<file path="config.mk">
export PLATFORM = sky130hd
export DESIGN_NAME = cal_cell
export DESIGN_NICKNAME = d
export VERILOG_FILES = /design/src/cursor_array_list_assert.svh /design/src/cal_pkg.sv /design/src/cal_cell.sv
export SDC_FILE = /design/constraint.sdc
export NUM_CORES = 1
export LEC_CHECK = 0
export BUFFER_PORTS_ARGS = -buffer_cell sky130_fd_sc_hd__buf_2
export CAP_MARGIN = 40
export CORE_AREA = 2 2 107 109
export DETAILED_ROUTE_END_ITERATION = 8
export DIE_AREA = 0 0 109 111
export SLEW_MARGIN = 20
export SYNTH_ARGS = -nofsm -noshare
export SYNTH_HDL_FRONTEND = slang
export SYNTH_SLANG_ARGS = --single-unit
</file>
<file path="constraint.sdc">
create_clock -name i_clk -period 5.5 [get_ports i_clk]
set_clock_uncertainty 0.2 [all_clocks]
set_input_delay 0.55 -clock i_clk [delete_from_list [all_inputs] [get_ports i_clk]]
set_output_delay 0.55 -clock i_clk [all_outputs]
set_load 0.1 [all_outputs]
</file>
<file path="src/cursor_array_list_assert.svh">
// assertion macros for the list rtl, included by the sequencer cal_ctrl
// each macro has a real body and an empty body selected by ASSERT_OFF
`ifndef CURSOR_ARRAY_LIST_ASSERT_SVH
`define CURSOR_ARRAY_LIST_ASSERT_SVH

`ifndef ASSERT_OFF
// check that is switched off while reset is held
`define CAL_ASSERT(lbl, clk, rst_n, prop) \
    lbl: assert property (@(posedge clk) disable iff (!rst_n) prop) else $error("cal check failed");
// check that also holds while reset is held
`define CAL_ASSERT_ALWAYS(lbl, clk, prop) \
    lbl: assert property (@(posedge clk) prop) else $error("cal check failed");
`else
`define CAL_ASSERT(lbl, clk, rst_n, prop)
`define CAL_ASSERT_ALWAYS(lbl, clk, prop)
`endif

`endif

</file>
<file path="src/cal_pkg.sv">
// shared types and constants of the cursor array list
// no dependencies
`default_nettype none

package cal_pkg;

    localparam int CAPACITY_DEF = 128;
    localparam int DATA_W       = 32;
    localparam int OP_W         = 4;
    localparam int POS_W        = 8;
    localparam int STATUS_W     = 2;
    localparam int LEN_OUT_W    = 8;
    localparam int CUR_OUT_W    = 9;

    typedef enum logic [OP_W-1:0] {
        OP_INS_AFTER = 4'd0,
        OP_INS_AT    = 4'd1,
        OP_UPDATE    = 4'd2,
        OP_REMOVE_AT = 4'd3,
        OP_REMOVE    = 4'd4,
        OP_START     = 4'd5,
        OP_END       = 4'd6,
        OP_NEXT      = 4'd7,
        OP_BACK      = 4'd8,
        OP_QUERY     = 4'd9
    } t_op;

    typedef enum logic [STATUS_W-1:0] {
        STS_OK     = 2'd0,
        STS_FULL   = 2'd1,
        STS_BADIDX = 2'd2
    } t_status;

    typedef enum logic [1:0] {
        CM_HOLD,
        CM_OPEN,
        CM_CLOSE,
        CM_WRITE
    } t_cell_mode;

    typedef struct packed {
        t_cell_mode mode;
        logic       load_rd;
        logic       shift_rd;
    } t_cell_ctl;

    typedef enum logic [1:0] {
        S_IDLE,
        S_LOAD,
        S_SHIFT,
        S_DONE
    } t_state;

endpackage

`default_nettype wire

</file>
<file path="src/cal_cell.sv">
// one slot of the list: holds one entry and one stage of the read chain
// depends on cal_pkg
`default_nettype none

module cal_cell #(
    parameter int CAPACITY = cal_pkg::CAPACITY_DEF,
    parameter int INDEX    = 0
) (
    input  wire logic                          i_clk,
    input  wire cal_pkg::t_cell_ctl            i_ctl,
    input  wire logic [$clog2(CAPACITY)-1:0]   i_k,
    input  wire logic [cal_pkg::DATA_W-1:0]    i_value,
    input  wire logic [cal_pkg::DATA_W-1:0]    i_left,
    input  wire logic [cal_pkg::DATA_W-1:0]    i_right,
    input  wire logic [cal_pkg::DATA_W-1:0]    i_rd_right,
    output logic      [cal_pkg::DATA_W-1:0]    o_entry,
    output logic      [cal_pkg::DATA_W-1:0]    o_rd
);
    import cal_pkg::*;

    localparam int IDX_W = $clog2(CAPACITY);
    localparam logic [IDX_W-1:0] MY_IDX = IDX_W'(INDEX);

    logic [DATA_W-1:0] r_entry;
    logic [DATA_W-1:0] r_rd;

    always_ff @(posedge i_clk) begin
        case (i_ctl.mode)
            CM_OPEN: begin
                if (MY_IDX > i_k) begin
                    r_entry <= i_left;
                end else if (MY_IDX == i_k) begin
                    r_entry <= i_value;
                end
            end
            CM_CLOSE: begin
                if (MY_IDX >= i_k) begin
                    r_entry <= i_right;
                end
            end
            CM_WRITE: begin
                if (MY_IDX == i_k) begin
                    r_entry <= i_value;
                end
            end
            default: begin
                r_entry <= r_entry;
            end
        endcase

        // read chain walks entries down toward slot zero
        if (i_ctl.load_rd) begin
            r_rd <= r_entry;
        end else if (i_ctl.shift_rd) begin
            r_rd <= i_rd_right;
        end
    end

    assign o_entry = r_entry;
    assign o_rd    = r_rd;

endmodule

`default_nettype wire

</file>
# [After elaboration in Yosys (flattened, before gate mapping)]
# Index checks and enable logic that the tools add are counted.
# W data, S select, Z words.
[word_totals] elab_cells=18 output_inout_bits=64 inputBits=140 register_bits=64
[classes] reduce_logical=4 eq_ne=4 mux=6 order_cmp=2
[ops] operator="$mux W32" count=5
[ops] operator="$pmux W32 S3" count=1
[ops] operator="$ge A1 B7 Y1 const A" count=1
[ops] operator="$gt A1 B7 Y1 const A" count=1
[ops] operator="$logic_not A7 Y1" count=1
[ops] operator="$eq A2 B2 Y1 const B" count=2
[ops] operator="$reduce_bool A3 Y1" count=1
[ops] operator="$eq A2 B1 Y1 const B" count=1
[ops] operator="$ne A2 B2 Y1 const B" count=1
[ops] operator="$reduce_and A2 Y1" count=1
[ops] operator="$reduce_bool A2 Y1" count=1

# [Logic depth before layout (Yosys ltp)]
[depth] word_depth=4 ltp_mapped=5 depth_no_buf=3

# [Least setup slack after synthesis]
# OpenSTA, ideal clock, no wires.
[synth_path] path_kind="input port to flip-flop" start="in i_k[3]" end="reg r_entry[0] (netlist: o_entry[0]), enable pin" n_path_buf=1 stages=4 arrival_time_ns=2.093 setup_slack_ns=2.819 required_ns=4.912 setup_time_ns=0.388 cell_sequence="or4_4 -> buf_6 -> nor2_1 -> a21o_1"
[synth_via] elab_chain_cells=3
[synth_rtl] item="start, declared" line="cal_cell.sv:11" source="input wire logic [$clog2(CAPACITY)-1:0] i_k,"
[synth_rtl] item="$ge A1 B7 Y1" line="cal_cell.sv:37" source="if (MY_IDX >= i_k) begin"
[synth_rtl] item="$ne A2 B2 Y1 (no line)"
[synth_rtl] item="$reduce_and A2 Y1 (no line)"
[synth_rtl] item="end signal, assigned" line="cal_cell.sv:38" source="r_entry <= i_right;"
[synth_rtl] item="end signal, assigned" line="cal_cell.sv:43" source="r_entry <= i_value;"
[synth_rtl] item="end signal, assigned" line="cal_cell.sv:47" source="r_entry <= r_entry;"
[synth_rtl] item="end, declared" line="cal_cell.sv:24" source="logic [DATA_W-1:0] r_entry;"
# No other way between the ends.
# A chain may end at the register's enable or synchronous reset.

# [Final worst setup path]
[layout_path] start="in i_k[3]" end="reg r_entry[3] (netlist: o_entry[3]), enable pin"
# Same word-level chain as after synthesis.

==> results.sh <==
export IMPL_p_leak_nw=1.802
export IMPL_slowest_stage="or4_4"
export IMPL_crit_path_max_fanout=33
export IMPL_gr_total_overflow=0
export IMPL_cts_repair_resized=0
export IMPL_place_gp_congestion=0.7120
export IMPL_pwr_share_comb=0.279
export IMPL_r2r_start="o_entry[0]$_DFFE_PP_"
export IMPL_whs_endpoint="o_rd[23]$_DFFE_PP_"
export IMPL_setup_viol=0
export IMPL_p_sw_frac=0.3595
export IMPL_grt_max_degree=43
export IMPL_placed_cell_area_um2=4198
export IMPL_drc=0
export IMPL_ys_ff_latch=64
export IMPL_placementRows=39
export IMPL_yosysSeqAreaShare=0.5931
export IMPL_startpoint_type="input pin"
export IMPL_ys_warnings_count=0
export IMPL_syn_inst=258
export IMPL_worstReg2RegEnd="o_rd[0]$_DFFE_PP_"
export IMPL_rsz0062_at_grt="no"
export IMPL_maxCapViolCount=0
export IMPL_dieArea_um2=12100
export IMPL_syn_avg_cell_area_um2=12.56
export IMPL_pwr_share_seq=0.361
export IMPL_ys_types=17
export IMPL_cts_root_buf="clkbuf_16"
export IMPL_grtUsageTotal=0.1595
export IMPL_die_h_um=111
export IMPL_fin_crit_sh=0.5003
export IMPL_worst_setup_path_end_kind="register"
export IMPL_finalPower_mw=1.690
export IMPL_relSlewSlack=0.6104
export IMPL_worst_path_buf_inv=2
export IMPL_rrSetupSlack_ns=4.33
export IMPL_initial_core_util=0.2926
export IMPL_critPathRequiredTime_ns=5.29
export IMPL_peakVddDrop_mv=0.1660
export IMPL_finalHoldViolCount=0
export IMPL_die_w_um=109
export IMPL_synth_nets=398
export IMPL_nNetsFinal=561
export IMPL_route_vias_total=2913
export IMPL_drt_first_iter_violations=183
export IMPL_cts_tree="done"
export IMPL_design_area_um2=4539
export IMPL_post_cts_buffers=0
export IMPL_tightest_slew_ns=0.5844
export IMPL_crit_path_cell_trace="buf_2 -> or4_4 -> nor2_1 -> a21o_1 -> buf_4"
export IMPL_hold_path_depth=2
export IMPL_grt_antenna_before_repair=0
export IMPL_hp_start="i_rd_right[23]"
export IMPL_ios=204
export IMPL_area_delta_synth_final_pct=40.08
export IMPL_critPathMaxStageDelay_ns=0.76
export IMPL_avgRoutedWirePerCell_um=17.11
export IMPL_fmax_ghz=0.3634
export IMPL_dp_final_hpwl_um=6496
export IMPL_first_pass_iters=6
export IMPL_port_buffers=171
export IMPL_drv_slew=0
export IMPL_grt_pass1_vias=2876
export IMPL_r2r_cells=1
export IMPL_cts_sinks=64
export IMPL_cts_max_path_buffers=2
export IMPL_hold_path_class="in -> reg"
export IMPL_crit_arrival_ns=2.54
export IMPL_crit_family="simple AND/OR/NAND/NOR gates"
export IMPL_status="complete, no violations"
export IMPL_grt_pass1_wl_um=14720
export IMPL_postCtsHoldBufs=0
export IMPL_via_per_inst=5.120
export IMPL_cts_made_buffers=9
export IMPL_ant_nets=0
export IMPL_power_density_nw_per_um2=372.2
export IMPL_clk_latency_ns=0.33
export IMPL_drive_gt1_frac=0.5399
export IMPL_internal_power_mw=1.082
export IMPL_finalSetupTns_ns=0
export IMPL_clk_pin_slew_ns=0.06
export IMPL_core_area_um2=11080
export IMPL_clkPwrFrac=0.360
export IMPL_wl_um=9737
export IMPL_finalCriticalPeriod_ns=2.752
export IMPL_syn_cell_area_um2=3241
export IMPL_crit_type="in -> reg"
export IMPL_cts_htree_levels=3
export IMPL_p_sw_mw=0.6074
export IMPL_diodes=0
export IMPL_fill_cells=1091
cell type report:
cell class / count / area [um^2] / area share
clock buffer: 11 / 232.7 / 0.05127
clock inverter: 5 / 81.33 / 0.01792
multi-input combinational: 168 / 1196 / 0.2635
sequential: 64 / 1922 / 0.4234
tap: 143 / 178.9 / 0.03942
timing repair buffer: 178 / 928.4 / 0.2045
power groups by stage:
stage | logic, mW | clock network (mW) | registers (mW)
2_1_floorplan | 0.0782 | 0 | 0.913
3_3_place_gp | 0.467 | 0 | 0.619
3_5_place_dp | 0.471 | 0 | 0.620
4_1_cts | 0.471 | 0.619 | 0.611
5_1_grt | 0.490 | 0.639 | 0.614
6_report | 0.472 | 0.608 | 0.610
how the worst max path moves through the flow:
stage,start,endpoint,cells past startpoint
after detailed placement,i_k[3],o_entry[14]$_DFFE_PP_,5
after floorplan,i_k[3],o_entry[0]$_DFFE_PP_,4
after global placement,i_k[3],o_entry[12]$_DFFE_PP_,5
after CTS,i_k[3],o_entry[3]$_DFFE_PP_,5
final,i_k[3],o_entry[3]$_DFFE_PP_,5
after global routing,i_k[3],o_entry[3]$_DFFE_PP_,5
flip-flops by register name, indices dropped and copies added, names as in the netlist:
register,cells
o_rd,32
o_entry,32
cell families after synthesis:
kind of cell	after synthesis	share of synthesized area
AO/OA/AOI/OAI	65	0.1147
AND/OR/NAND/NOR	71	0.1417
buffers and inverters	26	0.03938
multiplexers	32	0.1112
flip-flops	64	0.5930
Yosys cell counts:
library cell,n,area [um^2]
nor4_4,1,21.27
nand4b_1,32,280.3
a21o_1,1,7.510
or4_4,1,11.26
nor2_1,34,127.6
nand2b_1,1,6.260
o21ai_1,28,140.1
o21ai_2,1,8.760
clkbuf_1,17,63.81
or3_1,1,6.260
mux2_2,32,360.4
or2_2,1,6.260
buf_2,6,30.03
a31oi_1,32,200.2
o21ai_0,3,15.01
buf_6,3,33.78
edfxtp_1,64,1922
cell usage in the layout (no fill, tap or decap), drive strengths merged:
| cell | n |
|---|---|
| clkbuf | 11 |
| edfxtp | 64 |
| or2 | 1 |
| buf | 178 |
| a21o | 1 |
| a31oi | 32 |
| nor2 | 34 |
| nand4b | 32 |
| nor4 | 1 |
| mux2 | 32 |
| o21ai | 32 |
| clkinv | 2 |
| or4 | 1 |
| clkinvlp | 1 |
| or3 | 1 |
| bufinv | 2 |
| nand2b | 1 |
stage by stage:
| stage | hold WS [ns] | utilization | cells | setup WS (ns) |
|---|---|---|---|---|
| after floorplan | 0.5699 | - | 258 | 2.819 |
| after global placement | 0.3905 | 0.3790 | 552 | 2.445 |
| after detailed placement | 0.3958 | 0.3790 | 552 | 2.378 |
| after CTS | 0.3138 | 0.4073 | 568 | 2.720 |
| after global routing | 0.3133 | 0.4098 | 569 | 2.648 |
| final | 0.3207 | 0.4098 | 569 | 2.748 |
layer usage:
metal  track usage  up-vias  wire length [um]
li1              -     1351                 -
met2        0.2538      146              4653
met3       0.04821       11               780
met1        0.2073     1405              4186
met4       0.04786        0               116
met5             0        -                 0
Note: power is estimated with default switching activity, not from simulation.
