==> src/cursor_array_list_assert.svh <==
// assertion macros for the list rtl, included by the sequencer cal_ctrl
// each macro has a real body and an empty body selected by ASSERT_OFF
`ifndef CURSOR_ARRAY_LIST_ASSERT_SVH
`define CURSOR_ARRAY_LIST_ASSERT_SVH

`ifndef ASSERT_OFF
// check that is switched off while reset is held
`define CAL_ASSERT(lbl, clk, rst_n, prop) \
    lbl: assert property (@(posedge clk) disable iff (!rst_n) prop) else $error("cal check failed");
// check that also holds while reset is held
`define CAL_ASSERT_ALWAYS(lbl, clk, prop) \
    lbl: assert property (@(posedge clk) prop) else $error("cal check failed");
`else
`define CAL_ASSERT(lbl, clk, rst_n, prop)
`define CAL_ASSERT_ALWAYS(lbl, clk, prop)
`endif

`endif

==> src/cal_pkg.sv <==
// shared types and constants of the cursor array list
// no dependencies
`default_nettype none

package cal_pkg;

    localparam int CAPACITY_DEF = 128;
    localparam int DATA_W       = 32;
    localparam int OP_W         = 4;
    localparam int POS_W        = 8;
    localparam int STATUS_W     = 2;
    localparam int LEN_OUT_W    = 8;
    localparam int CUR_OUT_W    = 9;

    typedef enum logic [OP_W-1:0] {
        OP_INS_AFTER = 4'd0,
        OP_INS_AT    = 4'd1,
        OP_UPDATE    = 4'd2,
        OP_REMOVE_AT = 4'd3,
        OP_REMOVE    = 4'd4,
        OP_START     = 4'd5,
        OP_END       = 4'd6,
        OP_NEXT      = 4'd7,
        OP_BACK      = 4'd8,
        OP_QUERY     = 4'd9
    } t_op;

    typedef enum logic [STATUS_W-1:0] {
        STS_OK     = 2'd0,
        STS_FULL   = 2'd1,
        STS_BADIDX = 2'd2
    } t_status;

    typedef enum logic [1:0] {
        CM_HOLD,
        CM_OPEN,
        CM_CLOSE,
        CM_WRITE
    } t_cell_mode;

    typedef struct packed {
        t_cell_mode mode;
        logic       load_rd;
        logic       shift_rd;
    } t_cell_ctl;

    typedef enum logic [1:0] {
        S_IDLE,
        S_LOAD,
        S_SHIFT,
        S_DONE
    } t_state;

endpackage

`default_nettype wire

==> src/cal_ctrl.sv <==
// sequencer of the list: decodes a request, steers the slots, fetches the
// entry under the cursor over the read chain and holds the result; uses cal_pkg
`default_nettype none

module cal_ctrl #(
    parameter int CAPACITY = cal_pkg::CAPACITY_DEF
) (
    input  wire logic                            i_clk,
    input  wire logic                            i_rst_n,
    input  wire logic                            i_valid,
    output logic                                 o_stall,
    input  wire logic [cal_pkg::OP_W-1:0]        i_operation,
    input  wire logic [cal_pkg::POS_W-1:0]       i_position,
    input  wire logic [cal_pkg::DATA_W-1:0]     i_rd0,
    output cal_pkg::t_cell_ctl                   o_ctl,
    output logic      [$clog2(CAPACITY)-1:0]     o_k,
    output logic                                 o_valid,
    input  wire logic                            i_stall,
    output logic      [cal_pkg::STATUS_W-1:0]    o_status,
    output logic      [cal_pkg::LEN_OUT_W-1:0]   o_length_now,
    output logic signed [cal_pkg::DATA_W-1:0]    o_current_value,
    output logic                                 o_current_valid,
    output logic signed [cal_pkg::CUR_OUT_W-1:0] o_cursor_position
);
    import cal_pkg::*;

    localparam int IDX_W = $clog2(CAPACITY);
    localparam int LEN_W = $clog2(CAPACITY + 1);
    localparam int CUR_W = LEN_W + 1;
    localparam int CMP_W = ((LEN_W > POS_W) ? LEN_W : POS_W) + 2;

    localparam logic signed [CMP_W-1:0] S_ZERO = CMP_W'(0);
    localparam logic signed [CMP_W-1:0] S_ONE  = CMP_W'(1);
    localparam logic signed [CMP_W-1:0] S_CAP  = CMP_W'(CAPACITY);

    t_state                    r_state, n_state;
    logic [LEN_W-1:0]          r_len, n_len;
    logic signed [CUR_W-1:0]   r_cur, n_cur;
    t_status                   r_status, n_status;
    logic                      r_cur_valid, n_cur_valid;
    logic [IDX_W-1:0]          r_cnt;

    logic                      r_o_valid;
    t_status                   r_o_status;
    logic [LEN_OUT_W-1:0]      r_o_len;
    logic [DATA_W-1:0]         r_o_value;
    logic                      r_o_cur_valid;
    logic [CUR_OUT_W-1:0]      r_o_cur;

    logic                      accept;
    logic                      out_free;
    t_cell_mode                d_mode;
    logic signed [CMP_W-1:0]   k_s;
    logic signed [CMP_W-1:0]   len_s, cur_s, pos_s, nlen_s, ncur_s;
    logic                      full;

    assign accept   = i_valid && !o_stall;
    assign out_free = !r_o_valid || !i_stall;

    // request decode: new length, cursor, status and the slot command
    always_comb begin
        len_s    = CMP_W'(r_len);
        cur_s    = CMP_W'(r_cur);
        pos_s    = CMP_W'(i_position);
        full     = (len_s >= S_CAP);
        n_len    = r_len;
        n_cur    = r_cur;
        n_status = STS_OK;
        d_mode   = CM_HOLD;
        k_s      = S_ZERO;
        case (t_op'(i_operation))
            OP_INS_AFTER: begin
                if (full) begin
                    n_status = STS_FULL;
                end else begin
                    k_s = cur_s + S_ONE;
                    if (k_s > len_s) begin
                        k_s = len_s;
                    end
                    if (k_s < S_ZERO) begin
                        k_s = S_ZERO;
                    end
                    d_mode = CM_OPEN;
                    n_len  = r_len + LEN_W'(1);
                    n_cur  = CUR_W'(k_s);
                end
            end
            OP_INS_AT: begin
                if (full) begin
                    n_status = STS_FULL;
                end else if (len_s == S_ZERO && pos_s == S_ONE) begin
                    // lenient insert at one on an empty list
                    k_s    = S_ZERO;
                    d_mode = CM_OPEN;
                    n_len  = r_len + LEN_W'(1);
                    n_cur  = CUR_W'(k_s);
                end else if (pos_s <= len_s) begin
                    k_s    = pos_s;
                    d_mode = CM_OPEN;
                    n_len  = r_len + LEN_W'(1);
                    n_cur  = CUR_W'(k_s);
                end else begin
                    n_status = STS_BADIDX;
                end
            end
            OP_UPDATE: begin
                if (pos_s >= S_ONE && pos_s <= len_s) begin
                    k_s    = pos_s - S_ONE;
                    d_mode = CM_WRITE;
                    n_cur  = CUR_W'(k_s);
                end else begin
                    n_status = STS_BADIDX;
                end
            end
            OP_REMOVE_AT: begin
                if (pos_s >= S_ONE && pos_s <= len_s) begin
                    k_s    = pos_s - S_ONE;
                    d_mode = CM_CLOSE;
                    n_len  = r_len - LEN_W'(1);
                    n_cur  = CUR_W'(k_s);
                end else begin
                    n_status = STS_BADIDX;
                end
            end
            OP_REMOVE: begin
                if (cur_s >= S_ZERO && cur_s < len_s) begin
                    k_s    = cur_s;
                    d_mode = CM_CLOSE;
                    n_len  = r_len - LEN_W'(1);
                end else begin
                    n_status = STS_BADIDX;
                end
            end
            OP_START: begin
                n_cur = CUR_W'(0);
            end
            OP_END: begin
                n_cur = CUR_W'(len_s - S_ONE);
            end
            OP_NEXT: begin
                if (cur_s < len_s - S_ONE) begin
                    n_cur = r_cur + CUR_W'(1);
                end
            end
            OP_BACK: begin
                if (cur_s > S_ZERO) begin
                    n_cur = r_cur - CUR_W'(1);
                end
            end
            default: begin
                n_cur = r_cur;
            end
        endcase
        nlen_s      = CMP_W'(n_len);
        ncur_s      = CMP_W'(n_cur);
        n_cur_valid = (ncur_s >= S_ZERO) && (ncur_s < nlen_s);
    end

    // next state
    always_comb begin
        n_state = r_state;
        case (r_state)
            S_IDLE: begin
                if (accept) begin
                    n_state = S_LOAD;
                end
            end
            S_LOAD: begin
                if (r_cur_valid && r_cur[IDX_W-1:0] != '0) begin
                    n_state = S_SHIFT;
                end else begin
                    n_state = S_DONE;
                end
            end
            S_SHIFT: begin
                if (r_cnt == IDX_W'(1)) begin
                    n_state = S_DONE;
                end
            end
            S_DONE: begin
                if (out_free) begin
                    n_state = S_IDLE;
                end
            end
            default: begin
                n_state = S_IDLE;
            end
        endcase
    end

    // outputs of the sequencer
    always_comb begin
        o_stall        = (r_state != S_IDLE) || !i_rst_n;
        o_ctl.mode     = (r_state == S_IDLE && accept) ? d_mode : CM_HOLD;
        o_ctl.load_rd  = (r_state == S_LOAD);
        o_ctl.shift_rd = (r_state == S_SHIFT);
        o_k            = k_s[IDX_W-1:0];
    end

    always_ff @(posedge i_clk) begin
        if (!i_rst_n) begin
            r_state     <= S_IDLE;
            r_len       <= '0;
            r_cur       <= '1;
            r_status    <= STS_OK;
            r_cur_valid <= 1'b0;
            r_cnt       <= '0;
            r_o_valid   <= 1'b0;
        end else begin
            r_state <= n_state;
            if (r_state == S_IDLE && accept) begin
                r_len       <= n_len;
                r_cur       <= n_cur;
                r_status    <= n_status;
                r_cur_valid <= n_cur_valid;
            end
            if (r_state == S_LOAD) begin
                r_cnt <= r_cur[IDX_W-1:0];
            end else if (r_state == S_SHIFT) begin
                r_cnt <= r_cnt - IDX_W'(1);
            end
            if (r_state == S_DONE && out_free) begin
                r_o_valid <= 1'b1;
            end else if (!i_stall) begin
                r_o_valid <= 1'b0;
            end
        end
    end

    // result register
    always_ff @(posedge i_clk) begin
        if (r_state == S_DONE && out_free) begin
            r_o_status    <= r_status;
            r_o_len       <= LEN_OUT_W'(r_len);
            r_o_value     <= r_cur_valid ? i_rd0 : '1;
            r_o_cur_valid <= r_cur_valid;
            r_o_cur       <= CUR_OUT_W'(r_cur);
        end
    end

    assign o_valid           = r_o_valid;
    assign o_status          = r_o_status;
    assign o_length_now      = r_o_len;
    assign o_current_value   = r_o_value;
    assign o_current_valid   = r_o_cur_valid;
    assign o_cursor_position = r_o_cur;

`include "cursor_array_list_assert.svh"

    `CAL_ASSERT(a_accept_then_busy, i_clk, i_rst_n, (i_valid && !o_stall) |=> o_stall)
    `CAL_ASSERT(a_len_only_on_request, i_clk, i_rst_n, ($past(i_rst_n) && r_len != $past(r_len)) |-> $past(i_valid && !o_stall))
    `CAL_ASSERT(a_shift_count_live, i_clk, i_rst_n, (r_state == S_SHIFT) |-> (r_cnt != '0))
    `CAL_ASSERT(a_valid_cursor_in_list, i_clk, i_rst_n, r_cur_valid |-> (r_cur >= 0 && r_len != '0))
    `CAL_ASSERT_ALWAYS(a_reset_blocks_input, i_clk, !i_rst_n |-> o_stall)

endmodule

`default_nettype wire

==> config.mk <==
export PLATFORM = sky130hd
export DESIGN_NAME = cal_ctrl
export DESIGN_NICKNAME = d
export VERILOG_FILES = /design/src/cal_pkg.sv /design/src/cal_ctrl.sv
export VERILOG_INCLUDE_DIRS = /design/src /design/src/src
export SDC_FILE = /design/constraint.sdc
export NUM_CORES = 1
export LEC_CHECK = 0
export ABC_CLOCK_PERIOD_IN_PS = 10600
export BUFFER_PORTS_ARGS = -buffer_cell sky130_fd_sc_hd__buf_2
export CAP_MARGIN = 30
export CORE_MARGIN = 1
export CORE_UTILIZATION = 56
export CTS_BUF_LIST = sky130_fd_sc_hd__clkbuf_8
export DETAILED_ROUTE_END_ITERATION = 7
export PLACE_DENSITY_LB_ADDON = 0.1
export SLEW_MARGIN = 15
export SYNTH_ARGS = -nofsm -noshare
export SYNTH_HDL_FRONTEND = slang
export SYNTH_SLANG_ARGS = --single-unit
==> constraint.sdc <==
create_clock -name i_clk -period 10.6 [get_ports i_clk]
set_input_delay 0.53 -clock i_clk [delete_from_list [all_inputs] [get_ports i_clk]]
set_output_delay 0.53 -clock i_clk [all_outputs]
set_load 0.1 [all_outputs]
# After elaboration in Yosys (flattened, before gate mapping)
# Index checks and enable logic that the tools add are counted.
# Widths: inputs -> output; s select.
[op_classes] add_sub_neg=8 mul=0 div_mod_pow=0 order_cmp=11 n_eq_ne=17 n_shift=0 n_mux=51 bitwise=0 n_reduce_logical=22
[op_table] op="$mux 9" n=8
[op_table] op="$pmux 9 s7" n=1
[op_table] op="$mux 7" n=8
[op_table] op="$mux 8" n=6
[op_table] op="$pmux 8 s4" n=1
[op_table] op="$mux 10" n=3
[op_table] op="$pmux 7 s4" n=1
[op_table] op="$lt 9x9->1" n=3
[op_table] op="$mux 2" n=12
[op_table] op="$ge 9x1->1 const B" n=2
[op_table] op="$sub 8x1->9 const B" n=2
[op_table] op="$eq 4x3->1 const B" n=4
[op_table] op="$pmux 2 s4" n=2
[op_table] op="$add 9x2->10 const B" n=1
[op_table] op="$gt 10x9->1" n=1
[op_table] op="$lt 10x1->1 const B" n=1
[op_table] op="$pmux 2 s5" n=1
[op_table] op="$add 9x2->9 const B" n=1
[op_table] op="$gt 9x1->1 const B" n=1
[op_table] op="$sub 9x2->9 const B" n=1
[op_table] op="$add 8x1->8 const B" n=1
[op_table] op="$eq 4x2->1 const B" n=2
[op_table] op="$eq 8x2->1 const B" n=1
[op_table] op="$ge 8x1->1 const B" n=1
[op_table] op="other kinds (22)" n=44
[word_totals] regBits=82 latchBits=0 mem_bits_rw=0 romBits=0 in_bits=48 out_inout_bits=65 wordCells=121 memories=0

# Longest topological paths before layout
[logic_depth] word_depth=11 ltp_mapped=25 depth_no_buf=24

# Least setup slack after synthesis
# No wires, ideal clock.
[synth_path] path_kind="register -> output" startpoint="register r_len[3]" endpoint="output port o_k[5]" arrival_time_ns=5.673 required_ns=10.070 setup_slack_ns=4.397 stages_incl_launch_ff=10 n_path_buf=2 path_cell_list="dfxtp_1 > clkbuf_1 > inv_1 > ha_1 > and3_1 > or3b_2 > a22oi_1 > clkbuf_1 > nand2_1 > o41ai_1"
[synth_via] elab_chain_len=8 elab_cells_between_ends=20 classes_between="5 x order compare; 11 x mux; 4 x reduce/logical"
[synth_rtl] item="start: declaration" line="cal_ctrl.sv:37" text="logic [LEN_W-1:0] r_len, n_len;"
[synth_rtl] item="start signal: assignment" line="cal_ctrl.sv:212" text="r_len <= n_len;"
[synth_rtl] item="$gt 10x9->1" line="cal_ctrl.sv:77" text="if (k_s > len_s) begin"
[synth_rtl] item="$mux 10" line="cal_ctrl.sv:77"
[synth_rtl] item="$mux 10" line="cal_ctrl.sv:73" text="if (full) begin"
[synth_rtl] item="$mux 10" line="cal_ctrl.sv:71" text="case (t_op'(i_operation))"
[synth_rtl] item="$lt 10x1->1" line="cal_ctrl.sv:80" text="if (k_s < S_ZERO) begin"
[synth_rtl] item="$mux 9" line="cal_ctrl.sv:80"
[synth_rtl] item="$mux 7" line="cal_ctrl.sv:73"
[synth_rtl] item="$pmux 7 s4 *" line="cal_ctrl.sv:71"
[synth_rtl] item="end: declaration" line="cal_ctrl.sv:16" text="output logic [$clog2(CAPACITY)-1:0] o_k,"
# Every way passes the cells marked *; elsewhere a longest branch is shown, timed or not. The select of a mux whose other input is x is not followed.

# Final worst setup path
[layout_path] startpoint="register r_cur[1]" endpoint="register r_cur_valid"
[layout_via] elab_chain_len=11 elab_cells_between_ends=27 classes_between="3 x add/sub; 8 x order compare; 14 x mux; 2 x reduce/logical"
[layout_rtl] item="start: declaration" line="cal_ctrl.sv:38" text="logic signed [CUR_W-1:0] r_cur, n_cur;"
[layout_rtl] item="start signal: assignment" line="cal_ctrl.sv:213" text="r_cur <= n_cur;"
[layout_rtl] item="$add 9x2->10" line="cal_ctrl.sv:76" text="k_s = cur_s + S_ONE;"
[layout_rtl] item="$gt 10x9->1" line="cal_ctrl.sv:77"
[layout_rtl] item="$mux 10" line="cal_ctrl.sv:77"
[layout_rtl] item="$mux 10" line="cal_ctrl.sv:73"
[layout_rtl] item="$mux 10" line="cal_ctrl.sv:71"
[layout_rtl] item="$lt 10x1->1" line="cal_ctrl.sv:80"
[layout_rtl] item="$mux 9" line="cal_ctrl.sv:80"
[layout_rtl] item="$mux 9" line="cal_ctrl.sv:73"
[layout_rtl] item="$pmux 9 s7 *" line="cal_ctrl.sv:71"
[layout_rtl] item="net n_cur[6]" line="cal_ctrl.sv:38"
[layout_rtl] item="$ge 9x1->1 / $lt 9x9->1 (equally long branches)" line="cal_ctrl.sv:156" text="n_cur_valid = (ncur_s >= S_ZERO) && (ncur_s < nlen_s);"
[layout_rtl] item="$logic_and 1x1->1 *" line="cal_ctrl.sv:156"
[layout_rtl] item="net n_cur_valid" line="cal_ctrl.sv:40" text="logic r_cur_valid, n_cur_valid;"
[layout_rtl] item="end signal: assignment" line="cal_ctrl.sv:215" text="r_cur_valid <= n_cur_valid;"
[layout_rtl] item="end: declaration" line="cal_ctrl.sv:40"
# The timed path passes the listed nets; every way through them passes the cells marked *. The select of a mux whose other input is x is not followed.
# A chain may end at the register's enable or synchronous reset.

==> results.cfg <==
[pwr]
p_int_uw = 789.2
clkPwrFrac_pct = 14.3
finalPower_mw = 1.647
pwr_density_cell_nw_per_um2 = 226.3
leakagePower_nw = 2.827
worst_ir_drop_vdd_mv = 0.2549
net-switching-power_uw = 857.6
comb_power_share_pct = 58.0
switching_share_pct = 52.08
power_frac_seq_pct = 27.7

[logic_synthesis]
mappedNetlistNets = 855
ys_warn_count = 0
netlist_area_um2 = 6439
yosysSeqAreaShare_pct = 33.58
ys_async_sr_fraction_pct = 0
synth-edff-count = 52
post_synth_num_cell_types = 72
synthCells = 752
number_of_register_bits_inferred_by_synthesis = 82
synth_ff_type = sky130_fd_sc_hd__edfxtp_1
postSynthAreaPerCell_um2 = 8.562

[worst_setup_path]
crit_start = r_cur[1]$_SDFFE_PN1P_
critical_path_buf_inv_count = 0
critical-path-max-stage-delay_ps = 790
kind_of_critical_path = flip-flop to flip-flop
crit_arrival_ps = 6350
worst_ep_required_time_ps = 10930
critPathTopFamily = compound AO/OA/AOI/OAI gates
critical_path.endpoint_type = flip-flop
worstSetupStartpointType = flip-flop
cpMostUsedCell = sky130_fd_sc_hd__ha_1
regToRegSetupSlack_ps = 4580
r2r-start = r_cur[1]$_SDFFE_PN1P_
timing.critical_path.fanout_max = 11
timing.reg2reg.worst_path_depth = 21
timing.critical_path.slowest_stage_cell = sky130_fd_sc_hd__a2111oi_0
timing.critical_path.cells = ha_1, nand4_1, nor2_1, xor2_1, ha_1, o21a_1, o22ai_1, a41oi_1, nor3_1, o31ai_1, a2111oi_0, nand3_1, ha_1, a21o_1, a21oi_1, o21ai_0, or3_1, a221oi_1, ha_1, nand2_1, nand2_1
timing.rr.end = r_cur_valid$_SDFFE_PN0P_

[clocking]
worst_skew_pair.late_latency_ps = 380
cts_root_buffer = sky130_fd_sc_hd__clkbuf_8
ctsLongestPathBuffers = 2
tritoncts.num_buffers = 9
worst_setup_hold_path_clk_slew_ps = 90
cts.sink_count = 82
cts_hold_buf = 0
htreeDepth = 3
cts.repair.resized = 0
cts.repair_timing.setup_buffer_count = 0
cts_tree = yes

[layout]
layout_common_cells = sky130_fd_sc_hd__buf_2, sky130_fd_sc_hd__nor2_1, sky130_fd_sc_hd__nand2_1, sky130_fd_sc_hd__ha_1, sky130_fd_sc_hd__edfxtp_1
area.growth.synth_to_final_pct = 13.04
layout_commonest_cell = sky130_fd_sc_hd__buf_2
n_fill_cell = 942
final-instance-count-excl-fill = 989
antenna_cells = 0
drive_above_1_share_pct = 18.26
seqCellArea_um2 = 2162
design.final.nets = 947
multiInputGateArea_um2 = 3988

[place]
detailedPlacementHpwl_mm = 17.97
dp.cells = 972
io_buffer_count = 112
place.gp.congestion = 1.046

[detailed_routing]
route.detailed.vias_per_inst = 6.966
drc_violation_count_after_routing = 0
drt_first_iter_violations = 1064
route.final.wire_length_mm = 23.84
num_vias = 6889
ant_nets = 0
routedWlPerCell_um = 24.11
drt_first_pass_iters = 6

[global_route]
grt_util_all_layers_pct = 40.45
via_count_of_the_first_global_routing_pass = 6391
grt_overflow = 0
maximum_number_of_pins_on_one_net_before_global_route_repair = 53
number_of_antenna_violations_at_the_first_check_in_global_routing = 0
global_route_wire_length_before_repair_mm = 35.33

[sta]
holdWs_ps = 397.1
rsz0062_at_grt = no
final.setup.tns_ps = 0
tightest_slew_ps = 905.5
finalSetupViolCount = 0
layout_min_cycle_time_ps = 6021
fmax_ghz = 0.1661
timing_hold_violations_final = 0
max-slew-margin-rel_pct = 39.08
worst_clock_skew_ps = 13.80
layout_worst_path_cycle_share_pct = 56.81
timing_max_transition_violations_final = 0

[hold_path]
worst_hold_path.endpoint = o_current_value[24]$_SDFFCE_PN1P_
min_path_cells = 2
hold_path.class = input pin to flip-flop
min-delay-start = i_rd0[24]

[outcome]
status = finished clean

[floorplanning]
start_util_pct = 58.37
floorplan.io_pins = 113
core_region_area_um2 = 11030
rows = 38
die-area_um2 = 11930
floorplan.die.width_um = 109.2
die_height_um = 109.2

[run]
maxCapViolations = 0
layer usage:
metal	track usage (%)	share of wire, %
met5	0	0
met2	62.53	43
met1	50.88	38
met3	9.145	12
met4	25.52	7.0
power by group through the flow:
stage               logic (mW)  registers, mW  clock network, mW
floorplan                0.631          0.502                  0
global placement         0.884          0.455                  0
detailed placement       0.921          0.459                  0
CTS                      0.926          0.452              0.237
global route              1.03          0.458              0.248
finish                   0.955          0.457              0.235
registers in the layout, summed over array words and instances, names as in the netlist:
signal,cells
o_current_valid,1
o_current_value,32
o_cursor_position,9
o_length_now,8
o_status,2
o_valid,1
r_cnt,7
r_cur,9
r_cur_valid,1
r_len,8
r_state,2
r_status,2
cells in the mapped netlist, types with 6 or more instances:
| master | instances | area, µm² |
|---|---|---|
| sky130_fd_sc_hd__a211o_1 | 6 | 52.55 |
| sky130_fd_sc_hd__a211oi_1 | 9 | 67.56 |
| sky130_fd_sc_hd__a21o_1 | 8 | 60.06 |
| sky130_fd_sc_hd__a21oi_1 | 34 | 170.2 |
| sky130_fd_sc_hd__a22oi_1 | 8 | 60.06 |
| sky130_fd_sc_hd__a31oi_1 | 9 | 56.30 |
| sky130_fd_sc_hd__a32oi_1 | 6 | 52.55 |
| sky130_fd_sc_hd__and2_1 | 9 | 56.30 |
| sky130_fd_sc_hd__clkbuf_1 | 37 | 138.9 |
| sky130_fd_sc_hd__dfxtp_1 | 30 | 600.6 |
| sky130_fd_sc_hd__edfxtp_1 | 52 | 1562 |
| sky130_fd_sc_hd__ha_1 | 55 | 688.2 |
| sky130_fd_sc_hd__inv_1 | 31 | 116.4 |
| sky130_fd_sc_hd__mux2i_1 | 8 | 80.08 |
| sky130_fd_sc_hd__nand2_1 | 61 | 229.0 |
| sky130_fd_sc_hd__nand2b_1 | 39 | 244.0 |
| sky130_fd_sc_hd__nand3_1 | 35 | 175.2 |
| sky130_fd_sc_hd__nand4_1 | 9 | 56.30 |
| sky130_fd_sc_hd__nor2_1 | 66 | 247.7 |
| sky130_fd_sc_hd__nor3_1 | 32 | 160.2 |
| sky130_fd_sc_hd__nor3b_1 | 6 | 45.04 |
| sky130_fd_sc_hd__nor4_1 | 7 | 43.79 |
| sky130_fd_sc_hd__o211ai_1 | 13 | 97.59 |
| sky130_fd_sc_hd__o21ai_0 | 41 | 205.2 |
| sky130_fd_sc_hd__o22ai_1 | 9 | 56.30 |
| sky130_fd_sc_hd__o31ai_1 | 8 | 60.06 |
| sky130_fd_sc_hd__o32ai_1 | 6 | 52.55 |
| sky130_fd_sc_hd__o41ai_1 | 6 | 52.55 |
| sky130_fd_sc_hd__or3_1 | 9 | 56.30 |
| sky130_fd_sc_hd__xnor2_1 | 17 | 148.9 |
final cells by class:
cell class              instances  share of cell area (%)
clock buffers                   9                   1.702
clock inverters                 7                   1.049
inverters                      32                   1.650
multi-input cells             597                   54.79
flip-flops and latches         82                   29.71
well taps                     140                   2.407
repair buffers                122                   8.699
through the flow:
step | instance area (µm²) | worst slack [ps] | utilization, %
floorplan | 6439 | 4397 | -
detailed placement | 7073 | 4948 | 64.12
global route | 7278 | 4379 | 65.98
finish | 7278 | 4579 | 65.98
global placement | 7073 | 5043 | 64.12
CTS | 7273 | 4866 | 65.94
worst reg2reg max path: cells and delay by family (launching register included):
family                   cells  cell delay, ps
AO/OA/AOI/OAI                9            2170
XOR/XNOR                     1             310
adder cells (fa/ha/maj)      4            1400
flip-flops                   1             740
AND/OR/NAND/NOR              7            1320
how the worst max path moves through the flow:
stage	cells after the start	slack (ps)	to
2_1_floorplan	9	4400	o_k[5]
5_1_grt	21	4380	r_cur_valid$_SDFFE_PN0P_
3_5_place_dp	21	4950	r_cur_valid$_SDFFE_PN0P_
6_report	21	4580	r_cur_valid$_SDFFE_PN0P_
3_3_place_gp	21	5040	r_cur_valid$_SDFFE_PN0P_
4_1_cts	21	4870	r_cur_valid$_SDFFE_PN0P_
cell families after synthesis:
logic type / after synthesis / synth area share [%]
AOI/OAI and AO/OA: 207 / 22.41
xor gates and xnor gates: 20 / 2.721
adders and majority gates: 55 / 10.69
buffers and inverters: 73 / 4.605
DFF: 82 / 33.58
muxes: 10 / 1.593
and+or+nand+nor: 305 / 24.41
Note: power is estimated with default switching activity, not from simulation.
